[config.mk]
export PLATFORM = sky130hd
export DESIGN_NAME = compensator_with_anti_windup_top_flat
export DESIGN_NICKNAME = d
export VERILOG_FILES = /design/src/design/cwa_pkg.sv /design/src/design/cwa_in_if.sv /design/src/design/cwa_out_if.sv /design/src/design/compensator_with_anti_windup_top.sv /design/src/flat_wrapper.sv
export SDC_FILE = /design/constraint.sdc
export NUM_CORES = 1
export LEC_CHECK = 0
export BUFFER_PORTS_ARGS = -buffer_cell sky130_fd_sc_hd__buf_4
export CAP_MARGIN = 10
export CORE_MARGIN = 8
export CORE_UTILIZATION = 41
export CTS_CLUSTER_DIAMETER = 200
export DETAILED_ROUTE_END_ITERATION = 10
export SYNTH_ARGS = -nofsm -noshare
export SYNTH_HDL_FRONTEND = slang
export SYNTH_SLANG_ARGS = --single-unit
[constraint.sdc]
create_clock -name clk -period 21.3 [get_ports clk]
set_input_delay 2.13 -clock clk [delete_from_list [all_inputs] [get_ports clk]]
set_output_delay 2.13 -clock clk [all_outputs]
set_load 0.02 [all_outputs]
[src/design/cwa_pkg.sv]
package cwa_pkg;

	localparam int ADC_W   = 10;
	localparam int DAC_W   = 12;
	localparam int PHASE_W = 16;
	localparam int REF_W   = 12;
	localparam int COEF_W  = 16;
	localparam int ERR_W   = 14;
	localparam int CFG_W   = 16;
	localparam int IDX_W   = 3;
	localparam int PC_W    = 4;
	localparam int ACC_W   = 32;
	localparam int FRAC_W  = 12;
	localparam int U_W     = ACC_W - FRAC_W;

	// register indexes on the configuration port
	typedef enum logic [IDX_W-1:0] {
		REG_PHASE_STEP = 3'd0,
		REG_REF_HIGH   = 3'd1,
		REG_COEF_B0    = 3'd2,
		REG_COEF_B1    = 3'd3,
		REG_COEF_B2    = 3'd4,
		REG_AWU_B0     = 3'd5,
		REG_AWU_B1     = 3'd6
	} reg_idx_t;

	typedef enum logic [2:0] {
		OP_WAIT,
		OP_SCALE,
		OP_ERROR,
		OP_MAC,
		OP_TRUNC,
		OP_BRANCH,
		OP_EMIT
	} op_t;

	// what the multiply-accumulate adds its product to
	typedef enum logic [1:0] {
		BASE_ACC,
		BASE_ZERO,
		BASE_U1,
		BASE_TRUNC
	} base_t;

	typedef enum logic [2:0] {
		CF_B0,
		CF_B1,
		CF_B2,
		CF_AB0,
		CF_AB1
	} coef_t;

	typedef enum logic [1:0] {
		ER_E,
		ER_E1,
		ER_E2
	} err_t;

	typedef struct packed {
		op_t             op;
		base_t           base;
		coef_t           coef;
		err_t            err;
		logic [PC_W-1:0] target;
	} ctrl_t;

	localparam logic [PC_W-1:0] PC_START = 4'd0;
	localparam logic [PC_W-1:0] PC_EMIT  = 4'd11;

	function automatic ctrl_t ucode(input logic [PC_W-1:0] pc);
		ctrl_t w;
		w = '{op: OP_WAIT, base: BASE_ACC, coef: CF_B0, err: ER_E, target: PC_START};
		case (pc)
			4'd0:  w.op = OP_WAIT;
			4'd1:  w.op = OP_SCALE;
			4'd2:  w.op = OP_ERROR;
			4'd3:  w = '{op: OP_MAC, base: BASE_U1, coef: CF_B1, err: ER_E1, target: PC_START};
			4'd4:  w = '{op: OP_MAC, base: BASE_ACC, coef: CF_B2, err: ER_E2, target: PC_START};
			4'd5:  w = '{op: OP_MAC, base: BASE_TRUNC, coef: CF_B0, err: ER_E, target: PC_START};
			4'd6:  w.op = OP_TRUNC;
			4'd7:  begin
				w.op = OP_BRANCH;
				w.target = PC_EMIT;
			end
			4'd8:  w = '{op: OP_MAC, base: BASE_ZERO, coef: CF_AB1, err: ER_E1, target: PC_START};
			4'd9:  w = '{op: OP_MAC, base: BASE_TRUNC, coef: CF_AB0, err: ER_E, target: PC_START};
			4'd10: w.op = OP_TRUNC;
			4'd11: begin
				w.op = OP_EMIT;
				w.target = PC_START;
			end
			default: w.op = OP_WAIT;
		endcase
		return w;
	endfunction

endpackage

[src/design/cwa_in_if.sv]
interface cwa_in_if;
	logic                       valid;
	logic                       ready;
	logic [cwa_pkg::ADC_W-1:0]  adc_sample;

	modport source(output valid, output adc_sample, input ready);
	modport sink(input valid, input adc_sample, output ready);
endinterface

[src/design/cwa_out_if.sv]
interface cwa_out_if;
	logic                       valid;
	logic                       ready;
	logic [cwa_pkg::DAC_W-1:0]  dac_value;
	logic                       windup_used;
	logic                       clamped;

	modport source(output valid, output dac_value, output windup_used, output clamped,
		input ready);
	modport sink(input valid, input dac_value, input windup_used, input clamped,
		output ready);
endinterface

[src/design/compensator_with_anti_windup_top.sv]
// sequence: an accepted sample runs the scale, error, MAC, truncate, branch and emit steps;
// the anti-windup law inserts MAC and truncate steps before emit (one microcode step per cycle)
// throughput: no new sample is accepted until its result word is emitted; the single shared
// multiply-accumulate serves every product; emit holds while the last word is unclaimed
// reset: arst_n clears phase, error and control history and loads the default registers
module compensator_with_anti_windup_top (
	input  logic                          clk,
	input  logic                          arst_n,
	input  logic                          cfg_we,
	input  logic [cwa_pkg::IDX_W-1:0]     cfg_index,
	input  logic [cwa_pkg::CFG_W-1:0]     cfg_wdata,
	cwa_in_if.sink                        sample_ch,
	cwa_out_if.source                     result_ch
);

	logic [cwa_pkg::PC_W-1:0]           pc_q;
	cwa_pkg::ctrl_t                     cw;

	logic [cwa_pkg::PHASE_W-1:0]        phase_step_q;
	logic [cwa_pkg::REF_W-1:0]          ref_high_q;
	logic signed [cwa_pkg::COEF_W-1:0]  coef_b0_q, coef_b1_q, coef_b2_q;
	logic signed [cwa_pkg::COEF_W-1:0]  awu_b0_q, awu_b1_q;

	logic [cwa_pkg::PHASE_W-1:0]        phase_q;
	logic signed [cwa_pkg::ERR_W-1:0]   err_prev_q, err_prev2_q, err_q;
	logic [cwa_pkg::DAC_W-1:0]          ctrl_prev_q;

	logic [cwa_pkg::ADC_W-1:0]          adc_q;
	logic [14:0]                        scaled_q;
	logic signed [cwa_pkg::ACC_W-1:0]   acc_q;
	logic signed [cwa_pkg::U_W-1:0]     u_q;
	logic                               awu_q;

	logic                               out_valid_q;
	logic [cwa_pkg::DAC_W-1:0]          out_dac_q;
	logic                               out_awu_q;
	logic                               out_clip_q;

	logic [17:0]                        adc_x129;
	logic [30:0]                        div5_prod;
	logic [cwa_pkg::DAC_W-1:0]          y_val;
	logic [cwa_pkg::REF_W-1:0]          ref_val;
	logic signed [cwa_pkg::ERR_W-1:0]   err_new;
	logic signed [cwa_pkg::COEF_W-1:0]  coef_val;
	logic signed [cwa_pkg::ERR_W-1:0]   err_val;
	logic signed [29:0]                 prod;
	logic signed [cwa_pkg::ACC_W-1:0]   acc_adj;
	logic signed [cwa_pkg::U_W-1:0]     acc_trunc;
	logic signed [cwa_pkg::ACC_W-1:0]   acc_base;
	logic signed [cwa_pkg::ACC_W-1:0]   acc_next;
	logic                               u_in_range;
	logic [cwa_pkg::DAC_W-1:0]          u_clamped;
	logic                               emit_blocked;

	assign cw = cwa_pkg::ucode(pc_q);

	assign sample_ch.ready       = (cw.op == cwa_pkg::OP_WAIT);
	assign result_ch.valid       = out_valid_q;
	assign result_ch.dac_value   = out_dac_q;
	assign result_ch.windup_used = out_awu_q;
	assign result_ch.clamped     = out_clip_q;

	// y = floor(adc * 129 / 40): shift out the 8, then divide by 5 via reciprocal
	assign adc_x129  = {1'b0, adc_q, 7'b0} + {8'b0, adc_q};
	assign div5_prod = 31'(scaled_q) * 31'd52429;
	assign y_val     = div5_prod[29:18];
	assign ref_val   = phase_q[cwa_pkg::PHASE_W-1] ? ref_high_q : '0;
	assign err_new   = $signed({2'b00, ref_val}) - $signed({2'b00, y_val});

	always_comb begin
		case (cw.coef)
			cwa_pkg::CF_B0:  coef_val = coef_b0_q;
			cwa_pkg::CF_B1:  coef_val = coef_b1_q;
			cwa_pkg::CF_B2:  coef_val = coef_b2_q;
			cwa_pkg::CF_AB0: coef_val = awu_b0_q;
			cwa_pkg::CF_AB1: coef_val = awu_b1_q;
			default:         coef_val = coef_b0_q;
		endcase
		case (cw.err)
			cwa_pkg::ER_E:  err_val = err_q;
			cwa_pkg::ER_E1: err_val = err_prev_q;
			cwa_pkg::ER_E2: err_val = err_prev2_q;
			default:        err_val = err_q;
		endcase
	end

	assign prod = coef_val * err_val;

	// divide by 4096 rounding toward zero
	assign acc_adj   = acc_q[cwa_pkg::ACC_W-1] ? (acc_q + 32'sd4095) : acc_q;
	assign acc_trunc = acc_adj[cwa_pkg::ACC_W-1:cwa_pkg::FRAC_W];

	always_comb begin
		case (cw.base)
			cwa_pkg::BASE_ACC:   acc_base = acc_q;
			cwa_pkg::BASE_ZERO:  acc_base = '0;
			cwa_pkg::BASE_U1:    acc_base = $signed({8'b0, ctrl_prev_q, 12'b0});
			cwa_pkg::BASE_TRUNC: acc_base = $signed({acc_trunc, 12'b0});
			default:             acc_base = acc_q;
		endcase
	end

	assign acc_next = acc_base + $signed({{2{prod[29]}}, prod});

	assign u_in_range = !u_q[cwa_pkg::U_W-1] && (u_q[cwa_pkg::U_W-2:cwa_pkg::DAC_W] == '0);
	assign u_clamped  = u_in_range ? u_q[cwa_pkg::DAC_W-1:0] :
		(u_q[cwa_pkg::U_W-1] ? '0 : '1);

	assign emit_blocked = out_valid_q && !result_ch.ready;

	always_ff @(posedge clk or negedge arst_n) begin
		if (!arst_n) begin
			pc_q         <= cwa_pkg::PC_START;
			phase_step_q <= 16'd437;
			ref_high_q   <= 12'd1999;
			coef_b0_q    <= 16'sd4862;
			coef_b1_q    <= -16'sd5878;
			coef_b2_q    <= 16'sd1778;
			awu_b0_q     <= 16'sd4764;
			awu_b1_q     <= -16'sd1741;
			phase_q      <= '0;
			err_prev_q   <= '0;
			err_prev2_q  <= '0;
			ctrl_prev_q  <= '0;
			adc_q        <= '0;
			scaled_q     <= '0;
			err_q        <= '0;
			acc_q        <= '0;
			u_q          <= '0;
			awu_q        <= 1'b0;
			out_valid_q  <= 1'b0;
			out_dac_q    <= '0;
			out_awu_q    <= 1'b0;
			out_clip_q   <= 1'b0;
		end else begin
			if (cfg_we) begin
				case (cfg_index)
					cwa_pkg::REG_PHASE_STEP: phase_step_q <= cfg_wdata;
					cwa_pkg::REG_REF_HIGH:   ref_high_q   <= cfg_wdata[cwa_pkg::REF_W-1:0];
					cwa_pkg::REG_COEF_B0:    coef_b0_q    <= $signed(cfg_wdata);
					cwa_pkg::REG_COEF_B1:    coef_b1_q    <= $signed(cfg_wdata);
					cwa_pkg::REG_COEF_B2:    coef_b2_q    <= $signed(cfg_wdata);
					cwa_pkg::REG_AWU_B0:     awu_b0_q     <= $signed(cfg_wdata);
					cwa_pkg::REG_AWU_B1:     awu_b1_q     <= $signed(cfg_wdata);
					default: ;
				endcase
			end

			if (cw.op == cwa_pkg::OP_EMIT && !emit_blocked) begin
				out_valid_q <= 1'b1;
			end else if (result_ch.ready) begin
				out_valid_q <= 1'b0;
			end

			case (cw.op)
				cwa_pkg::OP_WAIT: begin
					if (sample_ch.valid) begin
						adc_q <= sample_ch.adc_sample;
						awu_q <= 1'b0;
						pc_q  <= pc_q + 4'd1;
					end
				end
				cwa_pkg::OP_SCALE: begin
					scaled_q <= adc_x129[17:3];
					pc_q     <= pc_q + 4'd1;
				end
				cwa_pkg::OP_ERROR: begin
					err_q <= err_new;
					pc_q  <= pc_q + 4'd1;
				end
				cwa_pkg::OP_MAC: begin
					acc_q <= acc_next;
					pc_q  <= pc_q + 4'd1;
				end
				cwa_pkg::OP_TRUNC: begin
					u_q  <= acc_trunc;
					pc_q <= pc_q + 4'd1;
				end
				cwa_pkg::OP_BRANCH: begin
					if (u_in_range) begin
						pc_q <= cw.target;
					end else begin
						awu_q <= 1'b1;
						pc_q  <= pc_q + 4'd1;
					end
				end
				cwa_pkg::OP_EMIT: begin
					// hold here while the previous word is still unclaimed
					if (!emit_blocked) begin
						out_dac_q   <= u_clamped;
						out_awu_q   <= awu_q;
						out_clip_q  <= !u_in_range;
						err_prev2_q <= err_prev_q;
						err_prev_q  <= err_q;
						ctrl_prev_q <= u_clamped;
						phase_q     <= phase_q + phase_step_q;
						pc_q        <= cw.target;
					end
				end
				default: pc_q <= cwa_pkg::PC_START;
			endcase
		end
	end

endmodule
[src/flat_wrapper.sv]
// flat-port wrapper written by rule: the top's interface ports become plain ports
module compensator_with_anti_windup_top_flat 
  (clk, arst_n, cfg_we, cfg_index, cfg_wdata, sample_ch_valid, sample_ch_adc_sample, sample_ch_ready, result_ch_valid, result_ch_dac_value, result_ch_windup_used, result_ch_clamped, result_ch_ready);
  cwa_in_if sample_ch_i ();
  cwa_out_if result_ch_i ();
  input  logic clk;
  input  logic arst_n;
  input  logic cfg_we;
  input  logic [cwa_pkg::IDX_W-1:0] cfg_index;
  input  logic [cwa_pkg::CFG_W-1:0] cfg_wdata;
  input wire logic [$bits(sample_ch_i.valid)-1:0] sample_ch_valid;
  input wire logic [$bits(sample_ch_i.adc_sample)-1:0] sample_ch_adc_sample;
  output wire logic [$bits(sample_ch_i.ready)-1:0] sample_ch_ready;
  output wire logic [$bits(result_ch_i.valid)-1:0] result_ch_valid;
  output wire logic [$bits(result_ch_i.dac_value)-1:0] result_ch_dac_value;
  output wire logic [$bits(result_ch_i.windup_used)-1:0] result_ch_windup_used;
  output wire logic [$bits(result_ch_i.clamped)-1:0] result_ch_clamped;
  input wire logic [$bits(result_ch_i.ready)-1:0] result_ch_ready;
  assign sample_ch_i.valid = sample_ch_valid;
  assign sample_ch_i.adc_sample = sample_ch_adc_sample;
  assign sample_ch_ready = sample_ch_i.ready;
  assign result_ch_valid = result_ch_i.valid;
  assign result_ch_dac_value = result_ch_i.dac_value;
  assign result_ch_windup_used = result_ch_i.windup_used;
  assign result_ch_clamped = result_ch_i.clamped;
  assign result_ch_i.ready = result_ch_ready;
  compensator_with_anti_windup_top u_core (.clk(clk), .arst_n(arst_n), .cfg_we(cfg_we), .cfg_index(cfg_index), .cfg_wdata(cfg_wdata), .sample_ch(sample_ch_i), .result_ch(result_ch_i));
endmodule
==> results of run 1 <==
[worst paths after layout]
kind	start	to	slack, ns	cells past startpoint
min in group asynchronous	arst_n	u_core.phase_q[5]	1.59	1
worst min register to register	u_core.u_q[15]	u_core.u_q[15]	0.48	2
max in group asynchronous	arst_n	u_core.acc_q[4]	17.36	3
worst max register to register	u_core.pc_q[0]	u_core.acc_q[31]	11.99	30
worst min-delay path	u_core.u_q[15]	u_core.u_q[15]	0.48	2
worst max-delay path	u_core.pc_q[0]	u_core.acc_q[31]	11.99	30
[cells by family after synthesis]
group	count (synthesis)	synth area share, %
mux	182	7.70
flops	260	24.9
fa+ha+maj	567	36.4
simple gates	644	10.6
xor+xnor	99	3.29
buf+inv	546	7.80
compound gates	397	9.18
[stage by stage]
step / instances / area (µm²)
2_1_floorplan: 2695 / 26400
3_3_place_gp: 3546 / 27800
3_5_place_dp: 3546 / 27800
4_1_cts: 3600 / 28800
5_1_grt: 3600 / 28800
6_report: 3600 / 28800
[sequential cells by signal, indices dropped and copies added, names as in the netlist, 4 cells and up]
register and cells:
u_core.phase_q 16, u_core.coef_b0_q 16, u_core.coef_b1_q 16, u_core.u_q 20, u_core.scaled_q 15, u_core.awu_b1_q 16, u_core.err_q 13, u_core.result_ch.dac_value 12
u_core.err_prev_q 13, u_core.coef_b2_q 16, u_core.adc_q 10, u_core.acc_q 32, u_core.err_prev2_q 13, u_core.ref_high_q 12, u_core.awu_b0_q 16, u_core.phase_step_q 16
u_core.pc_q 4
[cells in the final DEF, fill, tap and decap left out, types with 6 or more instances in the layout]
cell / count
sky130_fd_sc_hd__inv_1: 462
sky130_fd_sc_hd__fa_1: 334
sky130_fd_sc_hd__nand2_1: 313
sky130_fd_sc_hd__ha_1: 233
sky130_fd_sc_hd__dfrtp_1: 206
sky130_fd_sc_hd__nor2_1: 177
sky130_fd_sc_hd__mux2_2: 166
sky130_fd_sc_hd__o21ai_0: 154
sky130_fd_sc_hd__a21oi_1: 97
sky130_fd_sc_hd__buf_4: 79
sky130_fd_sc_hd__xnor2_1: 66
sky130_fd_sc_hd__dfstp_2: 54
sky130_fd_sc_hd__xor2_1: 33
sky130_fd_sc_hd__clkbuf_16: 30
sky130_fd_sc_hd__a21o_1: 24
sky130_fd_sc_hd__and2_1: 22
sky130_fd_sc_hd__nand2b_1: 19
sky130_fd_sc_hd__o21a_1: 17
sky130_fd_sc_hd__and3_1: 17
sky130_fd_sc_hd__a222oi_1: 16
sky130_fd_sc_hd__mux2i_1: 16
sky130_fd_sc_hd__nand3_1: 15
sky130_fd_sc_hd__nor3_1: 14
sky130_fd_sc_hd__a22oi_1: 13
sky130_fd_sc_hd__a211oi_1: 12
sky130_fd_sc_hd__clkbuf_1: 10
sky130_fd_sc_hd__nor2b_1: 9
sky130_fd_sc_hd__o21bai_1: 9
sky130_fd_sc_hd__or3_1: 9
sky130_fd_sc_hd__or2_2: 8
sky130_fd_sc_hd__nand4_1: 8
sky130_fd_sc_hd__a31oi_1: 7
sky130_fd_sc_hd__o211ai_1: 6
[final cells by class]
class                           count  area share [%]
Tap cell                          855            3.72
Clock inverter                      9           0.544
Multi-Input combinational cell   1889            61.8
Sequential cell                   260            22.9
Timing Repair Buffer               80            2.11
Clock buffer                       45            2.98
Inverter                          462            6.03
[critical path: cells and delay by family, from the launching register on]
kind	cells	cell delay [ns]
buffers and inverters	8	1.40
DFF	1	0.45
AOI/OAI and AO/OA	10	1.75
adders and majority gates	9	4.42
and+or+nand+nor	3	1.12
[metal layers]
metal  part of all wire, %  GRT usage [%]  vias up  wire length, µm
li1                      -              -     8741                -
met1                    41           22.3     9528            26800
met2                    51           33.6      422            33800
met3                   4.2           1.80      121             2740
met4                   3.5           6.20        0             2290
met5                     0              0        -                0
==> flow_summary.html, run 1 <==
<table>
<tr><th>Metric</th><th>Value</th></tr>
<tr><th colspan="2">Run status</th></tr>
<tr><td>Result of the run</td><td>finished, final reports clean</td></tr>
<tr><th colspan="2">Floorplanning</th></tr>
<tr><td>Die Ht</td><td>between 200 and 300 µm</td></tr>
<tr><td>Initial Utilization</td><td>41.2%</td></tr>
<tr><td>I/O pin cnt</td><td>50</td></tr>
<tr><td>Die area</td><td>72,600 µm²</td></tr>
<tr><td>Rows</td><td>93</td></tr>
<tr><td>Core area</td><td>64,000 µm²</td></tr>
<tr><td>Floorplan die width</td><td>270 µm</td></tr>
<tr><th colspan="2">Clock tree</th></tr>
<tr><td>TritonCTS clock tree</td><td>done</td></tr>
<tr><td>Number of sinks driven by the clock tree</td><td>260</td></tr>
<tr><td>Source-to-sink clock delay at the later pin of the worst-skew pair</td><td>0.60 ns</td></tr>
<tr><td>Cts hold-fix bufs</td><td>0</td></tr>
<tr><td>H-tree levels</td><td>1</td></tr>
<tr><td>Post_cts resized</td><td>0</td></tr>
<tr><td>Root cell of the clock tree</td><td>sky130_fd_sc_hd__clkbuf_16</td></tr>
<tr><td>Total CTS buffers</td><td>30</td></tr>
<tr><td>Buffers inserted by post-CTS timing repair</td><td>0</td></tr>
<tr><td>Clk buf depth</td><td>3</td></tr>
<tr><td>Clock-pin slew on the worst setup and hold paths</td><td>around 0.060 ns</td></tr>
<tr><th colspan="2">Final layout</th></tr>
<tr><td>FF+latch area</td><td>6570 µm²</td></tr>
<tr><td>Fraction of final layout cells with drive strength greater than 1</td><td>13.6%</td></tr>
<tr><td>Fin util</td><td>45.0%</td></tr>
<tr><td>Number of nets at the end of the flow</td><td>3,324</td></tr>
<tr><td>Number of diodes</td><td>0</td></tr>
<tr><td># fillers</td><td>just over 6,000</td></tr>
<tr><td>Multi-input logic area</td><td>around 18,000 µm²</td></tr>
<tr><td>Area added between synthesis and finish</td><td>9.16%</td></tr>
<tr><th colspan="2">Global routing</th></tr>
<tr><td>Total routing resource utilization after global routing</td><td>between 10% and 20%</td></tr>
<tr><td>Pin count of the biggest net entering global routing</td><td>roughly 140</td></tr>
<tr><td>Remaining global-route overflow</td><td>0</td></tr>
<tr><td>Global-route wire length before repair</td><td>around 110 mm</td></tr>
<tr><td>Antenna violations before repair</td><td>4</td></tr>
<tr><td>Vias in the first global route</td><td>20,520</td></tr>
<tr><th colspan="2">Timing</th></tr>
<tr><td>Worst hold slack</td><td>0.481 ns</td></tr>
<tr><td>Post-route setup TNS</td><td>0 ns</td></tr>
<tr><td>Final WS setup</td><td>11.99 ns</td></tr>
<tr><td>Max Slew Vio Count</td><td>0</td></tr>
<tr><td>Maximum clock skew at final layout</td><td>~0.041 ns</td></tr>
<tr><td>Time the final worst path needs with I/O delays and setup</td><td>between 9 and 10 ns</td></tr>
<tr><td>RSZ-0062 raised after global routing</td><td>false</td></tr>
<tr><td>Final number of hold-violating endpoints</td><td>0</td></tr>
<tr><td>Final Cycle Share</td><td>43.7%</td></tr>
<tr><td>Transition time of the tightest slew-check pin</td><td>roughly 1.1 ns</td></tr>
<tr><td>Max Clk Rate</td><td>107 MHz</td></tr>
<tr><td>Setup-failing EPs final</td><td>0</td></tr>
<tr><td>Worst slew margin</td><td>around 26%</td></tr>
<tr><th colspan="2">Job</th></tr>
<tr><td>Maximum Capacitance Violations</td><td>0</td></tr>
<tr><th colspan="2">Placed design</th></tr>
<tr><td>Pre-CTS setup slack</td><td>12.02 ns</td></tr>
<tr><td>Gp weighted congestion</td><td>0.876</td></tr>
<tr><td>Final HPWL from detailed placement</td><td>~53 mm</td></tr>
<tr><td>IO Port Bufs</td><td>49</td></tr>
<tr><th colspan="2">Yosys</th></tr>
<tr><td>Register area share after synthesis</td><td>24.9%</td></tr>
<tr><td>Number of flip-flops and latches in the synthesized netlist</td><td>260</td></tr>
<tr><td>Area of the mapped netlist</td><td>between 20,000 and 30,000 µm²</td></tr>
<tr><td>Synthesis Warnings</td><td>0</td></tr>
<tr><td>Number of flops mapped to enable cells by yosys</td><td>0</td></tr>
<tr><td>Syn Nets</td><td>3,296</td></tr>
<tr><td>Primary FF master, synth</td><td>sky130_fd_sc_hd__dfrtp_1</td></tr>
<tr><td>Most used standard cells in the synthesized netlist</td><td>sky130_fd_sc_hd__inv_1, sky130_fd_sc_hd__fa_1, sky130_fd_sc_hd__nand2_1</td></tr>
<tr><td>Top-count cell post-synth</td><td>sky130_fd_sc_hd__inv_1</td></tr>
<tr><td>Number of instances in the synthesized netlist</td><td>2,695</td></tr>
<tr><td>Synth async-reset ratio</td><td>100%</td></tr>
<tr><td>Number of different library cells in the post-synthesis netlist</td><td>67</td></tr>
<tr><td>Most area-hungry cell type in the Yosys netlist</td><td>sky130_fd_sc_hd__fa_1</td></tr>
<tr><td>Top cells by area, synth</td><td>sky130_fd_sc_hd__fa_1, sky130_fd_sc_hd__dfrtp_1, sky130_fd_sc_hd__ha_1</td></tr>
<tr><td>Area share of the leading cell type in the synthesized netlist</td><td>25.4%</td></tr>
<tr><td>Post-Synthesis Mean Instance Area</td><td>9.78 µm²</td></tr>
<tr><th colspan="2">Critical path</th></tr>
<tr><td>Arrival @ worst endpoint</td><td>9.76 ns</td></tr>
<tr><td>Slowest library cell on the worst path</td><td>sky130_fd_sc_hd__ha_1</td></tr>
<tr><td>Largest driver fanout on the critical path</td><td>32</td></tr>
<tr><td>CP Data Required Time</td><td>21.74 ns</td></tr>
<tr><td>Cell occurring most often along the worst timing path</td><td>sky130_fd_sc_hd__inv_1</td></tr>
<tr><td>Kind of critical path</td><td>flip-flop to flip-flop</td></tr>
<tr><td>Largest incremental delay on the critical path</td><td>about 0.90 ns</td></tr>
<tr><td>Kind of end point of the critical path</td><td>flip-flop</td></tr>
<tr><td>CP Launch Type</td><td>flip-flop</td></tr>
<tr><th colspan="2">Detailed routing</th></tr>
<tr><td>Total number of vias</td><td>18,812</td></tr>
<tr><td>Total iterations of the first detailed-routing run</td><td>6</td></tr>
<tr><td>Post-detailed-route DRC marker count</td><td>0</td></tr>
<tr><td>Routed wire length</td><td>65.6 mm</td></tr>
<tr><td>Wire per inst</td><td>18.2 µm</td></tr>
<tr><td>Count of routing violations after the opening detailed-route iteration</td><td>1,126</td></tr>
<tr><td>Antenna Nets Post-Route</td><td>0</td></tr>
<tr><td>Detailed-route vias per instance</td><td>around 5.2</td></tr>
<tr><th colspan="2">Worst hold path</th></tr>
<tr><td>Min-Delay Path Class</td><td>flip-flop to flip-flop</td></tr>
</table>
Power of run 1 is not shown: default switching activity piles up to over one toggle a cycle in this logic, so the estimate is an artifact.
==> run 2, diff against run 1 <==
clock period = 7.75 ns   (was 21.3 ns; I/O delays follow)
==> run 2 against run 1 <==
Net effect: setup slack worse by 12 ns; core utilization grew 1.7 points; largest cell class unchanged; sequential share of layout area is 0.84 points lower; first-iteration DRC count is 5.6% higher.
==> flow_summary.html, run 2 (synthesis gave the netlist of run 1 again) <==
<table>
<tr><th>Metric</th><th>Value</th></tr>
<tr><th colspan="2">Critical path</th></tr>
<tr><td>CP Launch Point</td><td>u_core.pc_q[1]</td></tr>
<tr><td>Crit path buf inv count</td><td>9</td></tr>
<tr><td>Kind of end point of the critical path</td><td>flip-flop</td></tr>
<tr><td>CP Data Required Time</td><td>~8.3 ns</td></tr>
<tr><td>Slowest library cell on the worst path</td><td>sky130_fd_sc_hd__fa_1</td></tr>
<tr><td>Largest incremental delay on the critical path</td><td>0.59 ns</td></tr>
<tr><td>Cell occurring most often along the worst timing path</td><td>sky130_fd_sc_hd__fa_1</td></tr>
<tr><td>Startpoint of the lowest-slack register-to-register path</td><td>u_core.pc_q[1]</td></tr>
<tr><td>End of the worst register-to-register path</td><td>u_core.acc_q[30]</td></tr>
<tr><td>CP Launch Type</td><td>flip-flop</td></tr>
<tr><td>Arrival @ worst endpoint</td><td>7.95 ns</td></tr>
<tr><td>Slack of the worst reg-to-reg path</td><td>0.31 ns</td></tr>
<tr><td>Kind of critical path</td><td>flip-flop to flip-flop</td></tr>
<tr><td>Top delay family on crit path</td><td>adder cells</td></tr>
<tr><td>FF-to-FF path depth</td><td>30</td></tr>
<tr><td>Largest driver fanout on the critical path</td><td>15</td></tr>
<tr><th colspan="2">Detailed routing</th></tr>
<tr><td>Count of routing violations after the opening detailed-route iteration</td><td>1,189</td></tr>
<tr><td>Total number of vias</td><td>19,215</td></tr>
<tr><td>Post-detailed-route DRC marker count</td><td>0</td></tr>
<tr><td>Antenna Nets Post-Route</td><td>0</td></tr>
<tr><td>Wire per inst</td><td>18.9 µm</td></tr>
<tr><td>Detailed-route vias per instance</td><td>5.17</td></tr>
<tr><td>Routed wire length</td><td>70.3 mm</td></tr>
<tr><td>Total iterations of the first detailed-routing run</td><td>5</td></tr>
<tr><th colspan="2">Clock tree</th></tr>
<tr><td>Number of sinks driven by the clock tree</td><td>260</td></tr>
<tr><td>Source-to-sink clock delay at the later pin of the worst-skew pair</td><td>about 0.6 ns</td></tr>
<tr><td>H-tree levels</td><td>1</td></tr>
<tr><td>TritonCTS clock tree</td><td>done</td></tr>
<tr><td>Root cell of the clock tree</td><td>sky130_fd_sc_hd__clkbuf_16</td></tr>
<tr><td>Clock-pin slew on the worst setup and hold paths</td><td>about 0.07 ns</td></tr>
<tr><td>Clk buf depth</td><td>3</td></tr>
<tr><td>Total CTS buffers</td><td>29</td></tr>
<tr><th colspan="2">Job</th></tr>
<tr><td>Maximum Capacitance Violations</td><td>0</td></tr>
<tr><th colspan="2">Final layout</th></tr>
<tr><td>Top library cells by usage in the layout, fill and taps aside</td><td>sky130_fd_sc_hd__inv_1, sky130_fd_sc_hd__fa_1, sky130_fd_sc_hd__nand2_1</td></tr>
<tr><td>Flip-flop count of the largest register after layout</td><td>32</td></tr>
<tr><td>Non-filler instance count after layout</td><td>3,720</td></tr>
<tr><td>Area added between synthesis and finish</td><td>13.4%</td></tr>
<tr><td>Number of nets at the end of the flow</td><td>3,440</td></tr>
<tr><td>Fraction of final layout cells with drive strength greater than 1</td><td>18.5%</td></tr>
<tr><td>Registers with the highest flip-flop counts</td><td>u_core.acc_q: 32 flops, u_core.u_q: 20 flops</td></tr>
<tr><td>Register containing the most flip-flops in the final layout</td><td>u_core.acc_q</td></tr>
<tr><td>Commonest non-fill, non-tap cell in the layout</td><td>sky130_fd_sc_hd__inv_1</td></tr>
<tr><th colspan="2">Timing</th></tr>
<tr><td>Final number of hold-violating endpoints</td><td>0</td></tr>
<tr><td>Transition time of the tightest slew-check pin</td><td>1.14 ns</td></tr>
<tr><td>RSZ-0062 raised after global routing</td><td>true</td></tr>
<tr><td>Max Clk Rate</td><td>between 100 and 150 MHz</td></tr>
<tr><td>Time the final worst path needs with I/O delays and setup</td><td>7.44 ns</td></tr>
<tr><td>Max Slew Vio Count</td><td>0</td></tr>
<tr><td>Setup-failing EPs final</td><td>0</td></tr>
<tr><td>Maximum clock skew at final layout</td><td>between 0.02 and 0.025 ns</td></tr>
<tr><td>Worst slew margin</td><td>a little under a quarter</td></tr>
<tr><td>Final Cycle Share</td><td>96.0%</td></tr>
<tr><th colspan="2">Placed design</th></tr>
<tr><td>Gp weighted congestion</td><td>a little under 1</td></tr>
<tr><td>Final HPWL from detailed placement</td><td>56.6 mm</td></tr>
<tr><td># placed instances</td><td>3,658</td></tr>
<tr><td>IO Port Bufs</td><td>49</td></tr>
<tr><th colspan="2">Global routing</th></tr>
<tr><td>Vias in the first global route</td><td>20,589</td></tr>
<tr><td>Remaining global-route overflow</td><td>0</td></tr>
<tr><td>Antenna violations before repair</td><td>0</td></tr>
<tr><td>Pin count of the biggest net entering global routing</td><td>125</td></tr>
<tr><td>Total routing resource utilization after global routing</td><td>between 15 and 20%</td></tr>
<tr><td>Global-route wire length before repair</td><td>113 mm</td></tr>
<tr><th colspan="2">Floorplanning</th></tr>
<tr><td>Die area</td><td>72,600 µm²</td></tr>
<tr><td>Core area</td><td>64,000 µm²</td></tr>
<tr><td>I/O pin cnt</td><td>50</td></tr>
<tr><td>Floorplan die width</td><td>around 270 µm</td></tr>
<tr><td>Initial Utilization</td><td>41.2%</td></tr>
<tr><td>Rows</td><td>93</td></tr>
<tr><td>Die Ht</td><td>270 µm</td></tr>
<tr><th colspan="2">Run status</th></tr>
<tr><td>Result of the run</td><td>finished, final reports clean</td></tr>
<tr><th colspan="2">Worst hold path</th></tr>
<tr><td>Min-Delay Path Class</td><td>input port to asynchronous set/reset pin</td></tr>
</table>
## run 2: cell count changes in the layout (fill, tap and decap cells not counted), sizes merged
cell,change
clkinv,+4
clkinvlp,+4
diode,+3
buf,+116
inv,-2
bufinv,-2
clkbuf,-3
## run 2: stage by stage
| step | setup TNS [ns] | instance area [µm²] | setup slack, ns | hold WS (ns) | utilization [%] |
|---|---|---|---|---|---|
| after floorplan | 0 | 26400 | 0.0288 | 0.441 | - |
| after global placement | 0 | 28700 | 0.115 | 0.462 | 44.9 |
| after detailed placement | 0 | 28700 | 0.0317 | 0.462 | 44.9 |
| after CTS | 0 | 29700 | 0.0334 | 0.331 | 46.4 |
| after global routing | -0.0286 | 29900 | -0.0284 | 0.345 | 46.7 |
| final | 0 | 29900 | 0.310 | 0.255 | 46.7 |
## run 2: worst max-delay path by stage
stage | end | cells after the start
floorplan | u_core.acc_q[30] | 34
global placement | u_core.acc_q[30] | 31
detailed placement | u_core.acc_q[30] | 31
CTS | u_core.acc_q[30] | 31
global route | u_core.acc_q[30] | 30
finish | u_core.acc_q[30] | 30
## run 2: routing by layer
layer	wire length [µm]	GRT usage [%]	up-vias
met2	34100	33.2	440
met1	30300	25.2	9657
met4	2360	6.25	0
li1	-	-	9005
met3	3600	2.78	113
met5	0	0	-
## run 2: cell type report
cell class              instances  area (µm²)
fillers                      6078       34100
multi-input cells            1889       17900
flip-flops and latches        260        6580
inverters                     462        1750
repair buffers                197        1570
well taps                     855        1070
clock buffers                  41         841
clock inverters                13         119
diodes                          3        7.51
## run 2: timing repair
| item | 4_1_cts | 5_1_grt |
|---|---|---|
| setup endpoints to repair | 1 | 18 |
| hold buffers | 0 | 0 |
| setup buffers | 0 | 4 |
| cloned | 0 | 1 |
| pin swaps | 0 | 11 |
| gates resized for setup | 1 | 33 |
## run 2: worst register-to-register path, delay by kind of cell, from the launching register on
family / cells / cell delay, ns
buffers and inverters: 9 / 1.19
XOR/XNOR: 1 / 0.13
adder cells (fa/ha/maj): 8 / 3.56
AND/OR/NAND/NOR: 2 / 0.32
AO/OA/AOI/OAI: 10 / 1.75
flip-flops: 1 / 0.41
Power of run 2 is left out for the same reason.
